<file path="config.mk">
export PLATFORM = sky130hd
export DESIGN_NAME = frame_checker_sum_checksum
export DESIGN_NICKNAME = d
export VERILOG_FILES = /design/src/hw/rtl/fcsc_pkg.sv /design/src/hw/rtl/frame_checker_sum_checksum.sv
export SDC_FILE = /design/constraint.sdc
export NUM_CORES = 1
export LEC_CHECK = 0
export BUFFER_PORTS_ARGS = -buffer_cell sky130_fd_sc_hd__buf_2
export CAP_MARGIN = 20
export CORE_AREA = 2 2 93 95
export DETAILED_ROUTE_END_ITERATION = 12
export DIE_AREA = 0 0 95 97
export GPL_TIMING_DRIVEN = 0
export PLACE_DENSITY = 0.65
export SKIP_CTS_REPAIR_TIMING = 1
export SKIP_LAST_GASP = 1
export SYNTH_ARGS = -nofsm -noshare
export SYNTH_HDL_FRONTEND = slang
export SYNTH_SLANG_ARGS = --single-unit
</file>
<file path="constraint.sdc">
create_clock -name clk -period 2.9 [get_ports clk]
set_input_delay 0.145 -clock clk [delete_from_list [all_inputs] [get_ports clk]]
set_output_delay 0.145 -clock clk [all_outputs]
set_load 0.03 [all_outputs]
</file>
<file path="src/hw/rtl/fcsc_pkg.sv">
`timescale 1ns / 1ps
// Shared constants and types for the serial frame checker.
// No dependencies.
package fcsc_pkg;

  localparam logic [7:0] HEADER_BYTE    = 8'hEA;
  localparam logic [7:0] TRAILER_FIRST  = 8'hED;
  localparam logic [7:0] TRAILER_SECOND = 8'hEE;

  localparam int unsigned POS_W = 3;
  localparam int unsigned HIST_DEPTH = 4;

  localparam logic [POS_W-1:0] POS_MAX       = 3'd7;
  localparam logic [POS_W-1:0] CMD_POS       = 3'd2;
  localparam logic [POS_W-1:0] MIN_LAST_POS  = 3'd5;
  localparam logic [POS_W-1:0] SUM_START_POS = 3'd6;

  typedef enum logic [2:0] {
    ST_OK          = 3'd0,
    ST_BAD_HEADER  = 3'd1,
    ST_BAD_TRAILER = 3'd2,
    ST_BAD_SUM     = 3'd3,
    ST_TOO_SHORT   = 3'd4
  } status_t;

endpackage

</file>
<file path="src/hw/rtl/frame_checker_sum_checksum.sv">
`timescale 1ns / 1ps
// Serial frame checker: length/header/trailer/checksum check with one result per frame.
// Depends on fcsc_pkg.
//
// Takes one frame byte per cycle when not stalled. A request is held in the input
// register and, for a last byte, its result goes to the output register. Each byte is
// captured in an input register and then folded into the frame state (position,
// header flag, command, running sum, four-byte history) by a single adder and a
// few compares. The input stalls only while a last byte finds the result
// register still holding an untaken result.
module frame_checker_sum_checksum (
  input  logic       clk,
  input  logic       rst_n,
  input  logic       in_valid,
  output logic       in_ready,
  input  logic [7:0] in_data_byte,
  input  logic       in_last_byte,
  output logic       out_valid,
  input  logic       out_ready,
  output logic [2:0] out_status,
  output logic [7:0] out_cmd_code,
  output logic [7:0] out_computed_sum
);
  import fcsc_pkg::*;

  // input register
  logic       s1_valid_r;
  logic [7:0] s1_byte_r;
  logic       s1_last_r;

  // frame state
  logic [POS_W-1:0] pos_r, pos_nxt;
  logic             hdr_r, hdr_nxt;
  logic [7:0]       cmd_r, cmd_nxt;
  logic [7:0]       sum_r, sum_nxt;
  logic [7:0]       hist_r   [HIST_DEPTH];
  logic [7:0]       hist_nxt [HIST_DEPTH];

  // result register
  logic       out_valid_r;
  status_t    status_r, status_nxt;
  logic [7:0] cmd_out_r;
  logic [7:0] sum_out_r, sum_out_nxt;

  logic       out_free;
  logic       s1_go;
  logic [7:0] rx_check;

  assign out_free = !out_valid_r || out_ready;
  assign s1_go    = s1_valid_r && (!s1_last_r || out_free);
  assign in_ready = !s1_valid_r || s1_go;

  always_comb begin
    hdr_nxt = hdr_r;
    if ((pos_r == '0 || pos_r == 3'd1) && s1_byte_r != HEADER_BYTE) begin
      hdr_nxt = 1'b0;
    end
    cmd_nxt = (pos_r == CMD_POS) ? s1_byte_r : cmd_r;
    sum_nxt = (pos_r >= SUM_START_POS) ? sum_r + hist_r[3] : sum_r;
    hist_nxt[0] = s1_byte_r;
    for (int i = 1; i < HIST_DEPTH; i++) begin
      hist_nxt[i] = hist_r[i-1];
    end
    pos_nxt = (pos_r < POS_MAX) ? pos_r + 3'd1 : pos_r;

    rx_check = {hist_nxt[3][3:0], hist_nxt[2][3:0]};
    if (pos_r < MIN_LAST_POS) begin
      status_nxt = ST_TOO_SHORT;
    end else if (!hdr_nxt) begin
      status_nxt = ST_BAD_HEADER;
    end else if (hist_nxt[1] != TRAILER_FIRST || hist_nxt[0] != TRAILER_SECOND) begin
      status_nxt = ST_BAD_TRAILER;
    end else if (sum_nxt != rx_check) begin
      status_nxt = ST_BAD_SUM;
    end else begin
      status_nxt = ST_OK;
    end
    sum_out_nxt = (pos_r < MIN_LAST_POS) ? 8'h00 : sum_nxt;
  end

  always_ff @(posedge clk) begin
    if (!rst_n) begin
      s1_valid_r  <= 1'b0;
      out_valid_r <= 1'b0;
      pos_r       <= '0;
      hdr_r       <= 1'b1;
      cmd_r       <= '0;
      sum_r       <= '0;
      for (int i = 0; i < HIST_DEPTH; i++) begin
        hist_r[i] <= '0;
      end
    end else begin
      if (in_ready) begin
        s1_valid_r <= in_valid;
      end
      if (out_ready) begin
        out_valid_r <= 1'b0;
      end
      if (s1_go) begin
        if (s1_last_r) begin
          out_valid_r <= 1'b1;
          pos_r       <= '0;
          hdr_r       <= 1'b1;
          cmd_r       <= '0;
          sum_r       <= '0;
          for (int i = 0; i < HIST_DEPTH; i++) begin
            hist_r[i] <= '0;
          end
        end else begin
          pos_r <= pos_nxt;
          hdr_r <= hdr_nxt;
          cmd_r <= cmd_nxt;
          sum_r <= sum_nxt;
          for (int i = 0; i < HIST_DEPTH; i++) begin
            hist_r[i] <= hist_nxt[i];
          end
        end
      end
    end
  end

  always_ff @(posedge clk) begin
    if (in_ready && in_valid) begin
      s1_byte_r <= in_data_byte;
      s1_last_r <= in_last_byte;
    end
    if (s1_go && s1_last_r) begin
      status_r  <= status_nxt;
      cmd_out_r <= cmd_nxt;
      sum_out_r <= sum_out_nxt;
    end
  end

  assign out_valid        = out_valid_r;
  assign out_status       = status_r;
  assign out_cmd_code     = cmd_out_r;
  assign out_computed_sum = sum_out_r;

endmodule

</file>
# After elaboration in Yosys (flattened, before gate mapping)
# Memory sizes are Yosys's and may differ from the RTL's.
# Cells that the tools add are included.
# word_totals
mem_bits_rw,32
latchBits,0
mem_count,1
reg_bits,50
mem_bits_ro,0
output_inout_bits,21
# mem_list
name,depth,word_bits,rd,rd_ports_with_merged_regs,wr,line,text
hist_r,4,8,4,0,4,frame_checker_sum_checksum.sv:36,logic [7:0] hist_r [HIST_DEPTH];
# op_classes
n_bitwise,9
shifts,0
mul,0
eq_ne,6
n_reduce_logical,16
div_mod_pow,0
muxes,31
magnitude_cmp,3
n_addsub,2
# op_table
op,n
$mux 8,12
$ne 8x8->1 const B,3
$mux 1,15
$add 8x8->8,1
$ne 8x8->1,1
$or 1x1->1,8
$lt 3x3->1 const B,2
$mux 3,2
$logic_or 1x1->1,5
$logic_and 1x1->1,4
$mux 2,2
$add 3x1->3 const B,1
$eq 3x1->1 const B,1
$eq 3x2->1 const B,1
$ge 3x3->1 const B,1
$logic_not 1->1,3
$logic_not 3->1,1
$reduce_and 2->1,1
$reduce_bool 2->1,1
$reduce_or 2->1,1
$not 1->1,1

# Logic depth before layout (Yosys ltp)
# Gate-level depths: netlist (run 1).
# depth
ltp_word,9
ltp_mapped,10
depth_no_buf,9

# Least setup slack after synthesis (run 1)
# Ideal clock, no wire load.
# synth_timing
path_type,register to register
start,memory hist_r[3][0]
end,register status_r[0] (netlist: out_status[0]) (data pin)
setup_time_ns,0.270
path_buffers,0
arrival_ns,2.235
period_less_slack_ns,2.505
path_stages_with_launch,10
t_required_ns,2.630
slack_ns,0.395
path_cell_list,edfxtp_1 > ha_1 > fa_1 > xor2_1 > mux2i_1 > xor2_1 > o2111ai_1 > a211o_1 > nor4_2 > o22ai_1
# synth_rtl
item,line,text
start: declaration,frame_checker_sum_checksum.sv:36,
end signal: assignment,frame_checker_sum_checksum.sv:128,status_r <= status_nxt;
end: declaration,frame_checker_sum_checksum.sv:41,"status_t status_r, status_nxt;"

# Worst setup path in the final report (run 1)
# layout_timing
start,register sum_r[0]
end,register status_r[0] (netlist: out_status[0]) (data pin)
# layout_between
elab_chain_len,6
# layout_lines
item,line,text
start: declaration,frame_checker_sum_checksum.sv:35,"logic [7:0] sum_r, sum_nxt;"
start signal: assignment,frame_checker_sum_checksum.sv:113,sum_r <= sum_nxt;
$add 8x8->8,frame_checker_sum_checksum.sv:59,sum_nxt = (pos_r >= SUM_START_POS) ? sum_r + hist_r[3] : sum_r;
$mux 8 *,frame_checker_sum_checksum.sv:59,
$ne 8x8->1 *,frame_checker_sum_checksum.sv:73,end else if (sum_nxt != rx_check) begin
$mux 2 *,frame_checker_sum_checksum.sv:73,
$mux 2 *,frame_checker_sum_checksum.sv:71,end else if (hist_nxt[1] != TRAILER_FIRST || hist_nxt[0] != TRAILER_SECOND) begin
$mux 1 *,frame_checker_sum_checksum.sv:69,end else if (!hdr_nxt) begin
# Mark *: on every way between the ends. The rest lies on a longest branch, timed or not.
# A chain may end at the register's enable or synchronous reset.

==> results of run 1 <==
-- flip-flops by register name, indices dropped and copies added, names as in the netlist --
name and flops:
hist_r 32, s1_last_r 1, out_computed_sum 8, cmd_r 8
out_valid 1, out_cmd_code 8, s1_valid_r 1, out_status 3
sum_r 8, hdr_r 1, pos_r 3, s1_byte_r 8
-- where the power goes --
part,total (mW),leakage (nW),switching [mW],internal (mW)
Sequential,1.30,0.770,0.0236,1.27
Clock,0.840,0.101,0.434,0.406
Combinational,0.123,0.825,0.0784,0.0446
Total,2.26,1.70,0.536,1.72
-- stage by stage --
step	utilization (%)	setup WS [ns]	instances	cell area [um2]
floorplan	-	0.395	286	3620
global placement	48.2	0.106	424	3920
detailed placement	48.2	0.0974	424	3920
CTS	50.6	0.0695	440	4120
global route	52.1	0.00920	449	4240
finish	52.1	0.196	449	4240
-- metal layers --
metal | share of wire [%] | vias up
li1 | - | 1186
met1 | 46 | 1167
met2 | 49 | 52
met3 | 3.5 | 10
met4 | 1.0 | 0
met5 | 0 | -
-- how the worst min path moves through the flow --
stage,end,cells after the start,startpoint,slack [ns]
global route,s1_valid_r$_SDFFE_PN0N_,3,in_valid,0.07
CTS,s1_byte_r[0]$_DFFE_PP_,1,in_data_byte[0],-0.06
finish,s1_valid_r$_SDFFE_PN0N_,3,in_valid,0.05
detailed placement,s1_byte_r[0]$_DFFE_PP_,1,in_data_byte[0],0.32
global placement,s1_byte_r[4]$_DFFE_PP_,1,in_data_byte[4],0.32
floorplan,s1_byte_r[0]$_DFFE_PP_,0,in_data_byte[0],0.24
-- cell type report --
class                   count  area share, %
inverters                   9          0.797
repair buffers             42           6.02
flip-flops and latches     82           51.0
clock inverters             7           1.77
plain buffers              15           1.53
multi-input cells         180           32.8
clock buffers               9           2.92
well taps                 105           3.10
-- cell families (layout without fill, tap and decap cells) --
family / Yosys count / after routing / synth area share, %
multiplexers: 13 / 13 / 4.32
AO/OA/AOI/OAI: 56 / 56 / 12.4
flip-flops: 82 / 82 / 59.7
XOR/XNOR: 11 / 11 / 2.87
AND/OR/NAND/NOR: 88 / 88 / 13.7
buffers and inverters: 24 / 82 / 2.73
adder cells (fa/ha/maj): 12 / 12 / 4.35
-- cells in the final DEF, fill, tap and decap left out, types with 10 or more instances in the layout --
cell      count
dfxtp_1      29
ha_1         11
nand2_1      16
edfxtp_1     52
and3_1       25
nor2_1       10
clkbuf_1     13
buf_2        34
a22o_1       11
nor2b_1      12
-- worst min-delay path, stage by stage --
cell	delay [ns]
buf_2	0.09
inv_1	0.06
a21boi_0	0.07
==> impl_results.md, run 1 <==
- Crit path DAT: 2.80 ns
- Post-synth top area cell: edfxtp_1
- Post-synth EDFFs: 52
- Min Hold Slack: 0.0488 ns
- Area delta synth->final: 17.0%
- Area of the multi-input gates: 1390 um2
- Syn Inst Count: 286
- R2r worst-path depth: 9
- CTS Sinks: 82
- Worst skew pair latency: 0.36 ns
- RSZ-0062 raised after global routing: false
- Die Span X: 95 um
- PortBufs: 33
- Setup CP Type: flip-flop to flip-flop
- CTS tree: done
- Post-route DRC: 0
- Via count: 2415
- Initial Util: 44.5%
- Sequential area share after synthesis: 59.7%
- Final ANT Viol Nets: 0
- Fin. Hold Viols: 0
- Max Freq: 370 MHz
- Top cells by count, synth: edfxtp_1 (52), dfxtp_1 (30), and3_1 (25)
- Average cell area after synthesis: 12.7 um2
- First-pass GRT wire length: 11800 um
- WP data required: 2.99 ns
- CTS max path bufs: 2
- P_leak: 1.70 nW
- Period utilization: 93.3%
- VDD IR-drop max: 0.000311 V
- GR Layer Usage met2: 27.8%
- Num CTS Buffers: 9
- Die Ht: 97 um
- All-Layer GR Usage: 16.9%
- CTS H-tree depth: 3
- Slowest cell delay on critical path: 0.43 ns
- Crit path launch: sum_r[0]$_SDFFE_PN0P_
- CP Capture Type: flip-flop
- Routed WL per cell: 16.2 um
- Share of post-route cells with drive strength above 1: 21.2%
- Reg-to-reg setup timing slack: 0.20 ns
- Total Wirelength: 7280 um
- Met3 global-route usage: 5.22%
- FF+latch area: 2160 um2
- DR vias/cell: 5.38
- Primary FF master, synth: edfxtp_1
- Hpwl dp: 5180 um
- Grt met1 use: 21.6%
- Distinct cells, synth: 52
- Area share of the leading cell type in the synthesized netlist: 43.1%
- Net Count, Synth: 311
- Critical path capture point: out_status[0]$_SDFFCE_PP0P_
- Root Driver: clkbuf_8
- Pwr dens: 533 nW/um2
- Antenna cells: 0
- Async set-reset flop share out of synthesis: 0%
- Die ar.: 9220 um2
- Startpoint types: flip-flop
- Initial drt markers: 95
- Total power: 2.26 mW
- Worst Path Buf+Inv: 0
- CP max FO: 3
- Vias in the first global route: 2306
- Slew headroom: 35.7%
- Max Cap Viol: 0
- Post-Syn Area: 3620 um2
- Top Family by Delay on Critical Path: adder cells
- Crit path top cell by count: xor2_1
- Clock skew: 0.0164 ns
- Crit path depth: 9
- Nets: 364
- Hold Crit Class: primary input to flip-flop
- Antenna violations before repair: 0
- CORE AREA: 8130 um2
- Final Max Slew Viols: 0
- IO Pins: 34
- Setup Total Neg Slack: 0 ns
- Top cells by area, synth: edfxtp_1 (43%), dfxtp_1 (17%), and3_1 (4.3%)
- # rows: 33
- Status: finished, final reports clean
- GRT overflow: 0
- Crit-path slowest cell: fa_1
- Crit-path cells: ha_1 > fa_1 > xor2_1 > mux2i_2 > xor2_1 > o2111ai_1 > a211o_1 > nor4_4 > o22ai_1
- Minimum clock period: 2.70 ns
- Largest net degree at the start of global routing: 21
- Synthesized flop and latch total: 82
- CTS clk-pin slew, worst paths: 0.09 ns
- GR peak layer: met2
- Worst slew pin tran: 0.963 ns
- Ys Warns: 0
- Endpoints failing setup: 0
- Reg2reg end: out_status[0]$_SDFFCE_PP0P_
- Iteration count of the initial detailed-routing pass: 4
- Number of fill cells: 706
- GPL Wtd Cong: 0.794
- Top-count cell post-synth: edfxtp_1
- Launching point of the worst reg2reg path: sum_r[0]$_SDFFE_PN0P_
No activity file was read; power rests on OpenSTA's default activity.
==> inputs of run 2 (changes only) <==
--- a/config.mk
+++ b/config.mk
@@ -7,9 +7,9 @@
 export LEC_CHECK = 0
 export BUFFER_PORTS_ARGS = -buffer_cell sky130_fd_sc_hd__buf_2
 export CAP_MARGIN = 20
-export CORE_AREA = 2 2 93 95
+export CORE_AREA = 2 2 85 104
 export DETAILED_ROUTE_END_ITERATION = 12
-export DIE_AREA = 0 0 95 97
+export DIE_AREA = 0 0 87 106
 export GPL_TIMING_DRIVEN = 0
 export PLACE_DENSITY = 0.65
 export SKIP_CTS_REPAIR_TIMING = 1
==> run 2 against run 1 <==
Net effect:
- die area barely moved
- critical endpoint unchanged
- sequential power is essentially flat
- clock-buffer cell count is the same
- clock power down 14%
- utilization is 1.5 points lower
- sequential share of layout area grew 0.59 points
==> impl_results.md, run 2 (same netlist as run 1, synthesis figures left out) <==
- Crit-path cells: ha_1 > fa_1 > xor2_1 > mux2i_2 > xor2_1 > o2111ai_1 > a211o_1 > nor4_2 > o22ai_1
- Number of non-filler instances in the completed layout: 441
- Post-route DRC: 0
- Die ar.: 9220 um2
- Area delta synth->final: 15.6%
- Post-route cell area: 4190 um2
- Reg-to-reg setup timing slack: 0.14 ns
- RSZ-0062 raised after global routing: false
- Area of the multi-input gates: 1380 um2
- Die Ht: 106 um
- Worst Path Buf+Inv: 0
- CTS tree: done
- DR vias/cell: 5.39
- Worst setup margin: 0.143 ns
- CP max FO: 2
- Worst hold start: in_valid
- Slowest cell delay on critical path: 0.42 ns
- CTS clk-pin slew, worst paths: 0.09 ns
- Minimum clock period: 2.76 ns
- Final Max Slew Viols: 0
- Pwr dens: 511 nW/um2
- Max Cap Viol: 0
- Instance area at placement: 3910 um2
- Via count: 2375
- Period utilization: 95.1%
- # rows: 37
- Setup Total Neg Slack: 0 ns
- First-pass GRT wire length: 11500 um
- Iteration count of the initial detailed-routing pass: 4
- P_leak: 1.68 nW
- Worst skew pair latency: 0.35 ns
- WP data required: 3.00 ns
- Num CTS Buffers: 9
- Crit-path slowest cell: fa_1
- Most frequent standard cell in the layout excluding fill and tap cells: edfxtp_1
- Antenna violations before repair: 0
- Max Freq: 363 MHz
- Most frequent cells in the layout: edfxtp_1 (52), buf_2 (34), dfxtp_1 (29), and3_1 (25), nand2_1 (16)
- CORE AREA: 8290 um2
- Vias in the first global route: 2375
- Share of post-route cells with drive strength above 1: 21.8%
- Setup CP Type: flip-flop to flip-flop
- Top Family by Delay on Critical Path: adder cells
- All-Layer GR Usage: 16.3%
- Root Driver: clkbuf_8
- Reg2reg end: out_status[0]$_SDFFCE_PP0P_
- GRT overflow: 0
- Endpoints failing setup: 0
- Nets: 364
- Startpoint types: flip-flop
- Final core utilization: 50.6%
- Final ANT Viol Nets: 0
- Number of flip-flops in the largest register: 32
- Number of fill cells: 732
- Hold Crit Class: primary input to flip-flop
- Antenna cells: 0
- Crit path depth: 9
- Slew headroom: 38.6%
- CTS Sinks: 82
- Status: finished, final reports clean
- Fin. Hold Viols: 0
- IO Pins: 34
- Hpwl dp: 5300 um
- Crit path top cell by count: xor2_1
- CTS H-tree depth: 3
- Die Span X: 87 um
- CTS max path bufs: 2
- Reg with most FFs: hist_r
- Critical path capture point: out_status[0]$_SDFFCE_PP0P_
- Clock skew: 0.0104 ns
- Largest net degree at the start of global routing: 21
- CP Capture Type: flip-flop
- Total Wirelength: 7110 um
- PortBufs: 33
- Launching point of the worst reg2reg path: hist_r[3][0]$_SDFFCE_PN0P_
- Pre-CTS setup slack: -0.00178 ns
- Crit path launch: hist_r[3][0]$_SDFFCE_PN0P_
- FF+latch area: 2160 um2
- Crit path DAT: 2.85 ns
- VDD IR-drop max: 0.000382 V
- GPL Wtd Cong: 0.788
- R2r worst-path depth: 9
- Worst slew pin tran: 0.917 ns
- Placed cell count: 416
- Initial drt markers: 107
- Initial Util: 43.7%
- Routed WL per cell: 16.1 um
==> run 2: how the worst min path moves through the flow <==
| stage | end | slack [ns] | cells past startpoint |
|---|---|---|---|
| CTS | s1_byte_r[0]$_DFFE_PP_ | -0.04 | 1 |
| detailed placement | s1_byte_r[1]$_DFFE_PP_ | 0.32 | 1 |
| finish | s1_valid_r$_SDFFE_PN0N_ | 0.09 | 3 |
| global placement | s1_byte_r[3]$_DFFE_PP_ | 0.32 | 1 |
| global route | s1_valid_r$_SDFFE_PN0N_ | 0.09 | 3 |
| floorplan | s1_byte_r[0]$_DFFE_PP_ | 0.24 | 0 |
==> run 2: layout make-up <==
type / count / area share, %
Clock buffer: 9 / 2.96
Buffer: 15 / 1.55
Tap cell: 97 / 2.90
Multi-Input combinational cell: 180 / 33.0
Clock inverter: 7 / 1.07
Timing Repair Buffer: 42 / 6.09
Inverter: 9 / 0.806
Sequential cell: 82 / 51.6
==> run 2: where the power goes <==
part	leakage, nW	switching [mW]	internal [mW]	total, mW
combinational	0.824	0.0763	0.0438	0.120
clock	0.0891	0.414	0.309	0.723
sequential	0.770	0.0234	1.27	1.30
==> run 2: metrics by stage <==
step                hold slack (ns)  power (mW)
floorplan                     0.244        1.39
global placement              0.321        1.43
detailed placement            0.323        1.44
CTS                         -0.0394        2.14
global route                 0.0856        2.22
finish                       0.0857        2.14
==> run 2: per-layer routing <==
layer,vias up,routed length (um),track usage [%]
li1,1177,-,-
met1,1131,2980,19.0
met2,48,3660,28.2
met3,19,260,4.27
met4,0,206,6.47
met5,-,0,0
==> run 2: worst register-to-register path, stage by stage (launching register included) <==
cell and delay, ns:
edfxtp_1 0.37, ha_1 0.23, fa_1 0.42, xor2_1 0.20, mux2i_2 0.25, xor2_1 0.19
o2111ai_1 0.12, a211o_1 0.29, nor4_2 0.32, o22ai_1 0.13
